===== config.mk =====
export PLATFORM = sky130hd
export DESIGN_NAME = sjt_permutation_generator
export DESIGN_NICKNAME = d
export VERILOG_FILES = /design/src/design/sjt_pkg.sv /design/src/design/sjt_front.sv /design/src/design/sjt_back.sv /design/src/design/sjt_permutation_generator.sv
export SDC_FILE = /design/constraint.sdc
export NUM_CORES = 1
export LEC_CHECK = 0
export ABC_AREA = 1
export BUFFER_PORTS_ARGS = -buffer_cell sky130_fd_sc_hd__buf_2
export CAP_MARGIN = 20
export CELL_PAD_IN_SITES_DETAIL_PLACEMENT = 1
export CELL_PAD_IN_SITES_GLOBAL_PLACEMENT = 2
export CORE_UTILIZATION = 41
export CTS_CLUSTER_SIZE = 20
export DETAILED_ROUTE_END_ITERATION = 10
export PLACE_DENSITY_LB_ADDON = 0.1
export SYNTH_ARGS = -nofsm -noshare
export SYNTH_HDL_FRONTEND = slang
export SYNTH_SLANG_ARGS = --single-unit

===== constraint.sdc =====
create_clock -name clk_i -period 8.75 [get_ports clk_i]
set_input_delay 0 -clock clk_i [delete_from_list [all_inputs] [get_ports clk_i]]
set_output_delay 0 -clock clk_i [all_outputs]
set_load 0.01 [all_outputs]

===== src/design/sjt_pkg.sv =====
// Shared types, constants and a helper function of the permutation generator.
package sjt_pkg;

  localparam int unsigned NDefault = 8;
  localparam int unsigned StepsWidth = 8;
  localparam int unsigned RankWidth = 16;
  localparam int unsigned ArrWidth = 24;
  localparam int unsigned OutPosWidth = 3;

  localparam logic [1:0] DIR_NONE = 2'b00;
  localparam logic [1:0] DIR_POS = 2'b01;
  localparam logic [1:0] DIR_NEG = 2'b11;

  typedef struct packed {
    logic [StepsWidth-1:0] steps;
    logic                  zero;
  } cmd_t;

  function automatic logic [RankWidth-1:0] rank_limit(int unsigned n);
    int unsigned f;
    f = 1;
    for (int unsigned i = 2; i <= n; i++) begin
      f = f * i;
      if (f > 65535) begin
        f = 65535;
        break;
      end
    end
    return f[RankWidth-1:0];
  endfunction

endpackage


===== src/design/sjt_front.sv =====
// Front end: accepts step requests, tags empty ones and queues them for the back end.
module sjt_front
  import sjt_pkg::*;
(
  input  logic                  clk_i,
  input  logic                  rst_ni,
  input  logic                  in_valid_i,
  output logic                  in_ready_o,
  input  logic [StepsWidth-1:0] steps_i,
  output logic                  cmd_valid_o,
  input  logic                  cmd_ready_i,
  output cmd_t                  cmd_o
);

  cmd_t       fifo_q [2];
  logic       wr_ptr_q, wr_ptr_d;
  logic       rd_ptr_q, rd_ptr_d;
  logic [1:0] count_q, count_d;
  logic       push, pop;
  cmd_t       new_cmd;

  assign in_ready_o  = (count_q != 2'd2);
  assign cmd_valid_o = (count_q != 2'd0);
  assign cmd_o       = fifo_q[rd_ptr_q];

  assign push = in_valid_i && in_ready_o;
  assign pop  = cmd_valid_o && cmd_ready_i;

  always_comb begin
    new_cmd.steps = steps_i;
    new_cmd.zero  = (steps_i == '0);
    wr_ptr_d = push ? ~wr_ptr_q : wr_ptr_q;
    rd_ptr_d = pop ? ~rd_ptr_q : rd_ptr_q;
    count_d  = count_q;
    if (push && !pop) begin
      count_d = count_q + 2'd1;
    end else if (pop && !push) begin
      count_d = count_q - 2'd1;
    end
  end

  always_ff @(posedge clk_i or negedge rst_ni) begin
    if (!rst_ni) begin
      wr_ptr_q <= 1'b0;
      rd_ptr_q <= 1'b0;
      count_q  <= 2'd0;
    end else begin
      wr_ptr_q <= wr_ptr_d;
      rd_ptr_q <= rd_ptr_d;
      count_q  <= count_d;
    end
  end

  always_ff @(posedge clk_i) begin
    if (push) begin
      fifo_q[wr_ptr_q] <= new_cmd;
    end
  end

endmodule


===== src/design/sjt_back.sv =====
// Back end: carries out the permutation steps and holds the result register.
module sjt_back
  import sjt_pkg::*;
#(
  parameter int unsigned N = NDefault
) (
  input  logic                   clk_i,
  input  logic                   rst_ni,
  input  logic                   cmd_valid_i,
  output logic                   cmd_ready_o,
  input  cmd_t                   cmd_i,
  output logic                   out_valid_o,
  input  logic                   out_ready_i,
  output logic [ArrWidth-1:0]    arrangement_o,
  output logic [OutPosWidth-1:0] moved_from_o,
  output logic [OutPosWidth-1:0] moved_to_o,
  output logic [RankWidth-1:0]   rank_o,
  output logic                   exhausted_o
);

  localparam int unsigned PW = (N > 1) ? $clog2(N) : 1;
  localparam int unsigned NP = (N < 8) ? N : 8;
  localparam logic [PW-1:0] LAST = PW'(N - 1);
  localparam logic [RankWidth-1:0] LIMIT = rank_limit(N);

  typedef enum logic [2:0] {
    S_IDLE,
    S_FETCH,
    S_SWAP,
    S_CHECK,
    S_SCAN,
    S_REPORT
  } state_e;

  state_e                state_q, state_d;
  logic [StepsWidth-1:0] steps_q, steps_d;
  logic [PW-1:0]         elem_q [N];
  logic [PW-1:0]         elem_d [N];
  logic [1:0]            dir_q [N];
  logic [1:0]            dir_d [N];
  logic [PW-1:0]         mover_q, mover_d;
  logic [PW-1:0]         top_q, top_d;
  logic [RankWidth-1:0]  rank_q, rank_d;
  logic [PW-1:0]         last_from_q, last_from_d;
  logic [PW-1:0]         last_to_q, last_to_d;
  logic [PW-1:0]         from_q, from_d;
  logic [PW-1:0]         to_q, to_d;
  logic [PW-1:0]         mv_elem_q, mv_elem_d;
  logic [1:0]            mv_dir_q, mv_dir_d;
  logic [PW-1:0]         idx_q, idx_d;
  logic [PW-1:0]         best_q, best_d;
  logic                  found_q, found_d;
  logic                  out_valid_q, out_valid_d;
  logic                  load_out;

  logic [ArrWidth-1:0]    arrangement_q, packed_arr;
  logic [OutPosWidth-1:0] moved_from_q, moved_to_q;
  logic [RankWidth-1:0]   rank_out_q;
  logic                   exhausted_q;

  logic [PW-1:0]         rd_addr;
  logic [PW-1:0]         rd_elem;
  logic [1:0]            rd_dir;
  logic [RankWidth:0]    rank_inc;
  logic signed [PW+1:0]  to_s;
  logic signed [PW+1:0]  nb_s;
  logic                  blocked;
  logic                  step_done;
  logic [PW+2:0]         from_ext, to_ext;

  always_comb begin
    unique case (state_q)
      S_SWAP:  rd_addr = to_q;
      S_CHECK: rd_addr = nb_s[PW-1:0];
      S_SCAN:  rd_addr = idx_q;
      default: rd_addr = mover_q;
    endcase
  end

  assign rd_elem  = elem_q[rd_addr];
  assign rd_dir   = dir_q[rd_addr];
  assign rank_inc = {1'b0, rank_q} + {{RankWidth{1'b0}}, 1'b1};
  assign to_s     = $signed({2'b00, mover_q}) + $signed({{PW{rd_dir[1]}}, rd_dir});
  assign nb_s     = $signed({2'b00, to_q}) + $signed({{PW{mv_dir_q[1]}}, mv_dir_q});
  assign blocked  = (to_q == '0) || (to_q == LAST) || (rd_elem > mv_elem_q);
  assign cmd_ready_o = (state_q == S_IDLE);
  assign load_out = (state_q == S_REPORT) && (!out_valid_q || out_ready_i);

  for (genvar p = 0; p < 8; p++) begin : g_pack
    if (p < NP) begin : g_pos
      logic [PW+2:0] ext;
      assign ext = {3'b000, elem_q[p]};
      assign packed_arr[3*p +: 3] = ext[2:0];
    end else begin : g_pad
      assign packed_arr[3*p +: 3] = 3'b000;
    end
  end

  assign from_ext = {3'b000, last_from_q};
  assign to_ext   = {3'b000, last_to_q};

  always_comb begin
    state_d     = state_q;
    steps_d     = steps_q;
    elem_d      = elem_q;
    dir_d       = dir_q;
    mover_d     = mover_q;
    top_d       = top_q;
    rank_d      = rank_q;
    last_from_d = last_from_q;
    last_to_d   = last_to_q;
    from_d      = from_q;
    to_d        = to_q;
    mv_elem_d   = mv_elem_q;
    mv_dir_d    = mv_dir_q;
    idx_d       = idx_q;
    best_d      = best_q;
    found_d     = found_q;
    out_valid_d = out_valid_q;
    step_done   = 1'b0;

    if (out_valid_q && out_ready_i) begin
      out_valid_d = 1'b0;
    end

    unique case (state_q)
      S_IDLE: begin
        if (cmd_valid_i) begin
          steps_d = cmd_i.steps;
          state_d = cmd_i.zero ? S_REPORT : S_FETCH;
        end
      end
      S_FETCH: begin
        if (rank_q >= LIMIT) begin
          step_done = 1'b1;
        end else if (rank_inc >= {1'b0, LIMIT}) begin
          rank_d    = LIMIT;
          step_done = 1'b1;
        end else begin
          rank_d = rank_inc[RankWidth-1:0];
          if (to_s < 0 || to_s > $signed({2'b00, LAST})) begin
            step_done = 1'b1;
          end else begin
            from_d    = mover_q;
            to_d      = to_s[PW-1:0];
            mv_elem_d = rd_elem;
            mv_dir_d  = rd_dir;
            state_d   = S_SWAP;
          end
        end
      end
      S_SWAP: begin
        elem_d[from_q] = rd_elem;
        dir_d[from_q]  = rd_dir;
        elem_d[to_q]   = mv_elem_q;
        dir_d[to_q]    = mv_dir_q;
        last_from_d    = from_q;
        last_to_d      = to_q;
        if (mv_elem_q == LAST) begin
          top_d = to_q;
        end else if (rd_elem == LAST) begin
          top_d = from_q;
        end
        state_d = S_CHECK;
      end
      S_CHECK: begin
        if (blocked) begin
          dir_d[to_q] = DIR_NONE;
        end
        if (mv_elem_q != LAST) begin
          for (int i = 0; i < N; i++) begin
            if (elem_q[i] > mv_elem_q) begin
              dir_d[i] = (PW'(i) < to_q) ? DIR_POS : DIR_NEG;
            end
          end
          mover_d   = top_q;
          step_done = 1'b1;
        end else if (blocked) begin
          idx_d   = '0;
          found_d = 1'b0;
          state_d = S_SCAN;
        end else begin
          mover_d   = to_q;
          step_done = 1'b1;
        end
      end
      S_SCAN: begin
        if (rd_dir != DIR_NONE && (!found_q || rd_elem > best_q)) begin
          mover_d = idx_q;
          best_d  = rd_elem;
          found_d = 1'b1;
        end
        if (idx_q == LAST) begin
          step_done = 1'b1;
        end else begin
          idx_d = idx_q + PW'(1);
        end
      end
      S_REPORT: begin
        if (load_out) begin
          out_valid_d = 1'b1;
          state_d     = S_IDLE;
        end
      end
      default: state_d = S_IDLE;
    endcase

    if (step_done) begin
      steps_d = steps_q - StepsWidth'(1);
      state_d = (steps_q == StepsWidth'(1)) ? S_REPORT : S_FETCH;
    end
  end

  always_ff @(posedge clk_i or negedge rst_ni) begin
    if (!rst_ni) begin
      state_q     <= S_IDLE;
      steps_q     <= '0;
      mover_q     <= LAST;
      top_q       <= LAST;
      rank_q      <= '0;
      last_from_q <= '0;
      last_to_q   <= '0;
      out_valid_q <= 1'b0;
      for (int i = 0; i < N; i++) begin
        elem_q[i] <= PW'(i);
        dir_q[i]  <= (i == 0) ? DIR_NONE : DIR_NEG;
      end
    end else begin
      state_q     <= state_d;
      steps_q     <= steps_d;
      mover_q     <= mover_d;
      top_q       <= top_d;
      rank_q      <= rank_d;
      last_from_q <= last_from_d;
      last_to_q   <= last_to_d;
      out_valid_q <= out_valid_d;
      elem_q      <= elem_d;
      dir_q       <= dir_d;
    end
  end

  always_ff @(posedge clk_i) begin
    from_q    <= from_d;
    to_q      <= to_d;
    mv_elem_q <= mv_elem_d;
    mv_dir_q  <= mv_dir_d;
    idx_q     <= idx_d;
    best_q    <= best_d;
    found_q   <= found_d;
    if (load_out) begin
      arrangement_q <= (rank_q >= LIMIT) ? '0 : packed_arr;
      moved_from_q  <= from_ext[2:0];
      moved_to_q    <= to_ext[2:0];
      rank_out_q    <= rank_q;
      exhausted_q   <= (rank_q >= LIMIT);
    end
  end

  assign out_valid_o   = out_valid_q;
  assign arrangement_o = arrangement_q;
  assign moved_from_o  = moved_from_q;
  assign moved_to_o    = moved_to_q;
  assign rank_o        = rank_out_q;
  assign exhausted_o   = exhausted_q;

  a_rank_bound: assert property (@(posedge clk_i) disable iff (!rst_ni)
    rank_q <= LIMIT)
    else $error("Rank went past its limit.");

  a_top_tracks_largest: assert property (@(posedge clk_i) disable iff (!rst_ni)
    (state_q == S_IDLE || state_q == S_FETCH) |-> (elem_q[top_q] == LAST))
    else $error("Tracked position of the largest element is stale.");

  a_mover_in_range: assert property (@(posedge clk_i) disable iff (!rst_ni)
    mover_q <= LAST)
    else $error("Next mover points past the last position.");

  a_rank_step: assert property (@(posedge clk_i) disable iff (!rst_ni)
    (state_q == S_SWAP) |-> (rank_q == $past(rank_q) + RankWidth'(1)))
    else $error("A swap was started without advancing the rank.");

endmodule


===== src/design/sjt_permutation_generator.sv =====
// Top level of the Steinhaus-Johnson-Trotter permutation generator.
// Each input item on the steps channel (in_valid_i / in_ready_o) asks the block to advance
// the permutation by steps_i positions and then report one result item on the output
// channel (out_valid_o / out_ready_i): the arrangement, the positions of the last swap,
// the rank and the exhausted flag.
// A two-entry queue sits in front of the step engine, so new items are accepted while the
// engine works or while a result waits in the output register.
// An item with zero steps goes from the queue straight to the report state, with no step work.
// Each step passes through fetch, swap and neighbor check with direction update; when the
// largest element runs into an end, the step adds a search for the next mover over the
// direction store, one position per cycle. That is about once in N steps.
// A step taken after exhaustion ends in the fetch state without a swap.
// Once N! (capped at 65535) permutations are reached the rank saturates, the arrangement
// reads zero and further steps change nothing.
// Reset puts the identity arrangement in place, with every element but the first pointing
// down, and clears the rank.
// While the receiver stalls the result holds; the engine finishes its next item and waits,
// and the input queue fills and then drops in_ready_o.
module sjt_permutation_generator
  import sjt_pkg::*;
#(
  parameter int unsigned N = NDefault
) (
  input  logic                   clk_i,
  input  logic                   rst_ni,
  input  logic                   in_valid_i,
  output logic                   in_ready_o,
  input  logic [StepsWidth-1:0]  steps_i,
  output logic                   out_valid_o,
  input  logic                   out_ready_i,
  output logic [ArrWidth-1:0]    arrangement_o,
  output logic [OutPosWidth-1:0] moved_from_o,
  output logic [OutPosWidth-1:0] moved_to_o,
  output logic [RankWidth-1:0]   rank_o,
  output logic                   exhausted_o
);

  logic cmd_valid;
  logic cmd_ready;
  cmd_t cmd;

  sjt_front u_front (
    .clk_i       (clk_i),
    .rst_ni      (rst_ni),
    .in_valid_i  (in_valid_i),
    .in_ready_o  (in_ready_o),
    .steps_i     (steps_i),
    .cmd_valid_o (cmd_valid),
    .cmd_ready_i (cmd_ready),
    .cmd_o       (cmd)
  );

  sjt_back #(
    .N (N)
  ) u_back (
    .clk_i         (clk_i),
    .rst_ni        (rst_ni),
    .cmd_valid_i   (cmd_valid),
    .cmd_ready_o   (cmd_ready),
    .cmd_i         (cmd),
    .out_valid_o   (out_valid_o),
    .out_ready_i   (out_ready_i),
    .arrangement_o (arrangement_o),
    .moved_from_o  (moved_from_o),
    .moved_to_o    (moved_to_o),
    .rank_o        (rank_o),
    .exhausted_o   (exhausted_o)
  );

endmodule


==> flow_summary_export.csv <==
group,metric,value,unit
floorplan,die_h,152.4,um
placement,hpwlAfterDp,20.28,mm
clocking,cts_root_buf,"clkbuf_16",
sta,max_freq,203.6,MHz
floorplan,io_pins,61,
critical_path,cp-end-kind,"flip-flop",
floorplan,initial_utilization,42.10,%
critical_path,worst-path-max-fanout,36,
finish,final_layout_size_suffix_gt1_share,15.11,%
run_status,violations,"DRC",
global_routing,groute.usage.overall,25.41,%
power_and_ir_drop,seqPwrFrac,30.7,%
logic_synthesis,synthMuxAreaShare,0.3373,%
detailed_routing,post_drt_wl_per_cell,19.75,um
clocking,path_clk_slew,70,ps
finish,layout_common_cells,"nand2_1, inv_1, nor2_1, o21ai_0, edfxtp_1",
logic_synthesis,yosysTopAreaCell,"edfxtp_1",
logic_synthesis,yosysUniqueCellTypes,50,
sta,finalMaxSlewViolations,0,
sta,min_period,4912,ps
hold_path,min_path_type,"input port to asynchronous set/reset pin",
power_and_ir_drop,switching_share,49.32,%
sta,fin_worst_skew,11.97,ps
power_and_ir_drop,p_comb_share,52.2,%
finish,final_cell_area,10590,sq um
placement,port_buffers,60,
detailed_routing,vias,7886,
clocking,ctsResizeCount,0,
floorplan,die_x,152.4,um
clocking,clkSinkCount,167,
run_status,status,"complete, but fails checks",
clocking,cts.path.max_buffers,2,
sta,fin_crit_sh,56.14,%
critical_path,crit_arrival,5240,ps
logic_synthesis,async_reset_ff_share,50.30,%
logic_synthesis,netlist_instances,1060,
clocking,clock_latency,430,ps
clocking,cts_made_buffers,17,
global_routing,grt_start_max_net_pins,59,
detailed_routing,viasPerCell,5.534,
logic_synthesis,synth_top_family_by_area,"simple AND/OR/NAND/NOR gates",
sta,hold_violations,0,
detailed_routing,drt_first_pass_iters,8,
logic_synthesis,yosys_warnings,0,
power_and_ir_drop,p_leak,4.506,nW
placement,place_inst,1382,
critical_path,cpMostUsedCell,"nand2_1",
sta,final-setup-viol-count,0,
finish,final_cells,1425,
logic_synthesis,synth_top_area_share,26.88,%
clocking,postCtsSetupBuffers,0,
placement,place_area,9853,sq um
detailed_routing,postRouteAntennaNets,0,
logic_synthesis,syn_area,9274,sq um
critical_path,crit_chain,"nand3_2 > nand4_4 > nand2_4 > a21oi_1 > o21ai_0 > nand3_1 > o21a_1 > ha_1 > nand2_1 > o21ai_0 > nand2_1 > nand3_1 > nor2_1 > inv_1 > nand2_1 > nor2_2 > nand2_4 > nor2_4 > nand2_1 > nand2_1 > inv_1",
global_routing,grt_antenna_before_repair,0,
floorplan,rows,54,
sta,worst_slew_pin_slew,906.5,ps
critical_path,path_delay_family,"simple AND/OR/NAND/NOR gates",
detailed_routing,wl,28.15,mm
logic_synthesis,synth.avg_cell_area,8.749,sq um
placement,gp_congestion,0.8666,
power_and_ir_drop,power_density,454.8,nW/um^2
clocking,h-tree-depth,4,
finish,nNetsFinal,1188,
power_and_ir_drop,p_clk_share,17.2,%
power_and_ir_drop,peakVddDrop,0.0001805,V
critical_path,crit_buf_inv,2,
logic_synthesis,synth_area_leaders,"edfxtp_1, dfrtp_1, dfstp_2",
sta,relSlewSlack,39.10,%
clocking,cts_tree,"built",
detailed_routing,drc,7,
critical_path,cp_slowest_cell,"dfrtp_1",
global_routing,overflow,0,
power_and_ir_drop,switchingPower,2.376,mW
logic_synthesis,yosysSeqAreaShare,49.97,%
sta,finalSetupTns,0,ps
logic_synthesis,synthXorXnorAreaFrac,1.228,%
sta,holdWs,23.41,ps
critical_path,worstSetupPathType,"flip-flop to flip-flop",
finish,final_common_cell,"nand2_1",
logic_synthesis,synthAdderAreaFrac,6.098,%
sta,rsz0062_at_grt,"no",
floorplan,coreArea,22030,sq um
logic_synthesis,synthSimpleGateAreaFrac,22.07,%
finish,antenna_cells,0,
power_and_ir_drop,intPower,2.441,mW
logic_synthesis,synth_edf_count,83,
logic_synthesis,synthFlopType,"edfxtp_1",
global_routing,grt_pass1_vias,8141,
critical_path,crit_path_start_kind,"flip-flop",
logic_synthesis,synth_compound_area_share,13.67,%
global_routing,grt_pass1_wl,45.65,mm
critical_path,cpPeakStageDelay,610,ps
floorplan,dieArea,23220,sq um
run,max-cap-violations,0,
critical_path,critical_path_required,9080,ps
finish,syn_to_final_growth,14.21,%
logic_synthesis,synthesis.nets,1116,
logic_synthesis,ys_ff_latch,167,
power_and_ir_drop,power,4.817,mW
detailed_routing,drtIter0Drc,533,
## cells by family (layout without fill, tap and decap cells)
group,after synthesis,in the layout
multiplexers,3,3
AO/OA/AOI/OAI,224,224
AND/OR/NAND/NOR,456,456
buffers and inverters,153,238
adder cells (fa/ha/maj),44,44
flip-flops,167,167
XOR/XNOR,13,13
## cell usage after synthesis (4+ instances only)
cell	count
inv_2	5
o21ai_0	90
ha_1	42
clkbuf_1	11
nor2_1	93
nor2_4	4
buf_2	5
nand3_2	6
xor2_1	8
a21oi_1	57
o22ai_1	13
a22oi_1	7
inv_1	121
nand2_2	7
nor2_2	5
a31oi_1	23
nand2_4	5
o21ai_1	6
dfrtp_1	52
nor3_1	23
nand2_1	224
nand3_1	73
xnor2_1	5
a21boi_0	5
o211ai_1	9
edfxtp_1	83
nand4_1	7
dfstp_2	32
## state kept, by name, summed over array words and instances, names as in the netlist, 8 cells and up
register	count
u_back.dir_q	16
u_front.fifo_q	18
u_back.elem_q	24
u_back.rank_o	16
u_back.steps_q	8
u_back.rank_q	16
u_back.arrangement_o	24
## power groups by stage
stage | combinational, mW | sequential (mW) | clock [mW]
2_1_floorplan | 1.80 | 1.39 | 0
3_3_place_gp | 2.38 | 1.48 | 0
3_5_place_dp | 2.47 | 1.49 | 0
4_1_cts | 2.51 | 1.47 | 0.839
5_1_grt | 2.81 | 1.51 | 0.870
6_report | 2.51 | 1.48 | 0.827
## per-layer routing
metal	track usage, %	routed length [um]	share of wire (%)
met5	0	0	0
met4	6.657	486	1.7
met3	3.754	1052	3.7
met2	41.12	13040	46
met1	35.65	13570	48
## final timing paths
check / depth (start not counted) / slack, ps / end / startpoint
worst max register to register: 21 / 3840 / u_back.steps_q[6] / u_back.state_q[1]
worst min register to register: 0 / 450 / u_back.moved_from_o[2] / u_back.last_from_q[2]
worst min-delay path: 2 / 20 / u_back.dir_q[15] / rst_ni
max in group asynchronous: 3 / 7570 / u_back.rank_q[1] / rst_ni
min in group clk_i: 2 / 300 / u_front.fifo_q[1][7] / steps_i[6]
worst max-delay path: 21 / 3840 / u_back.steps_q[6] / u_back.state_q[1]
## worst register-to-register path, stage by stage, from the launching register on
cell and delay (ps):
dfrtp_1 610, nand3_2 600, nand4_4 370, nand2_4 230, a21oi_1 220, o21ai_0 150
nand3_1 120, o21a_1 470, ha_1 250, nand2_1 50, o21ai_0 140, nand2_1 320
nand3_1 230, nor2_1 60, inv_1 100, nand2_1 90, nor2_2 260, nand2_4 180
nor2_4 170, nand2_1 70, nand2_1 70, inv_1 40
## area by class of cell
type                    instances  area (sq um)
clock buffers                  19         442.9
clock inverters                13         185.2
fillers                      2614         11430
inverters                     128         480.5
multi-input cells             740          4033
flip-flops and latches        167          4634
well taps                     280         350.3
repair buffers                 78         465.4
## stage by stage
step	worst slack (ps)	util, %
3_5_place_dp	3982	44.73
5_1_grt	3435	48.09
6_report	3838	48.09
2_1_floorplan	4753	-
4_1_cts	3896	48.09
3_3_place_gp	4227	44.73
## what timing repair did
| action | CTS | global route |
|---|---|---|
| hold endpoints to repair | 45 | 0 |
| endpoints found under the setup margin | 0 | 0 |
| hold buffers | 11 | 0 |
No activity file was read; power rests on OpenSTA's default activity.
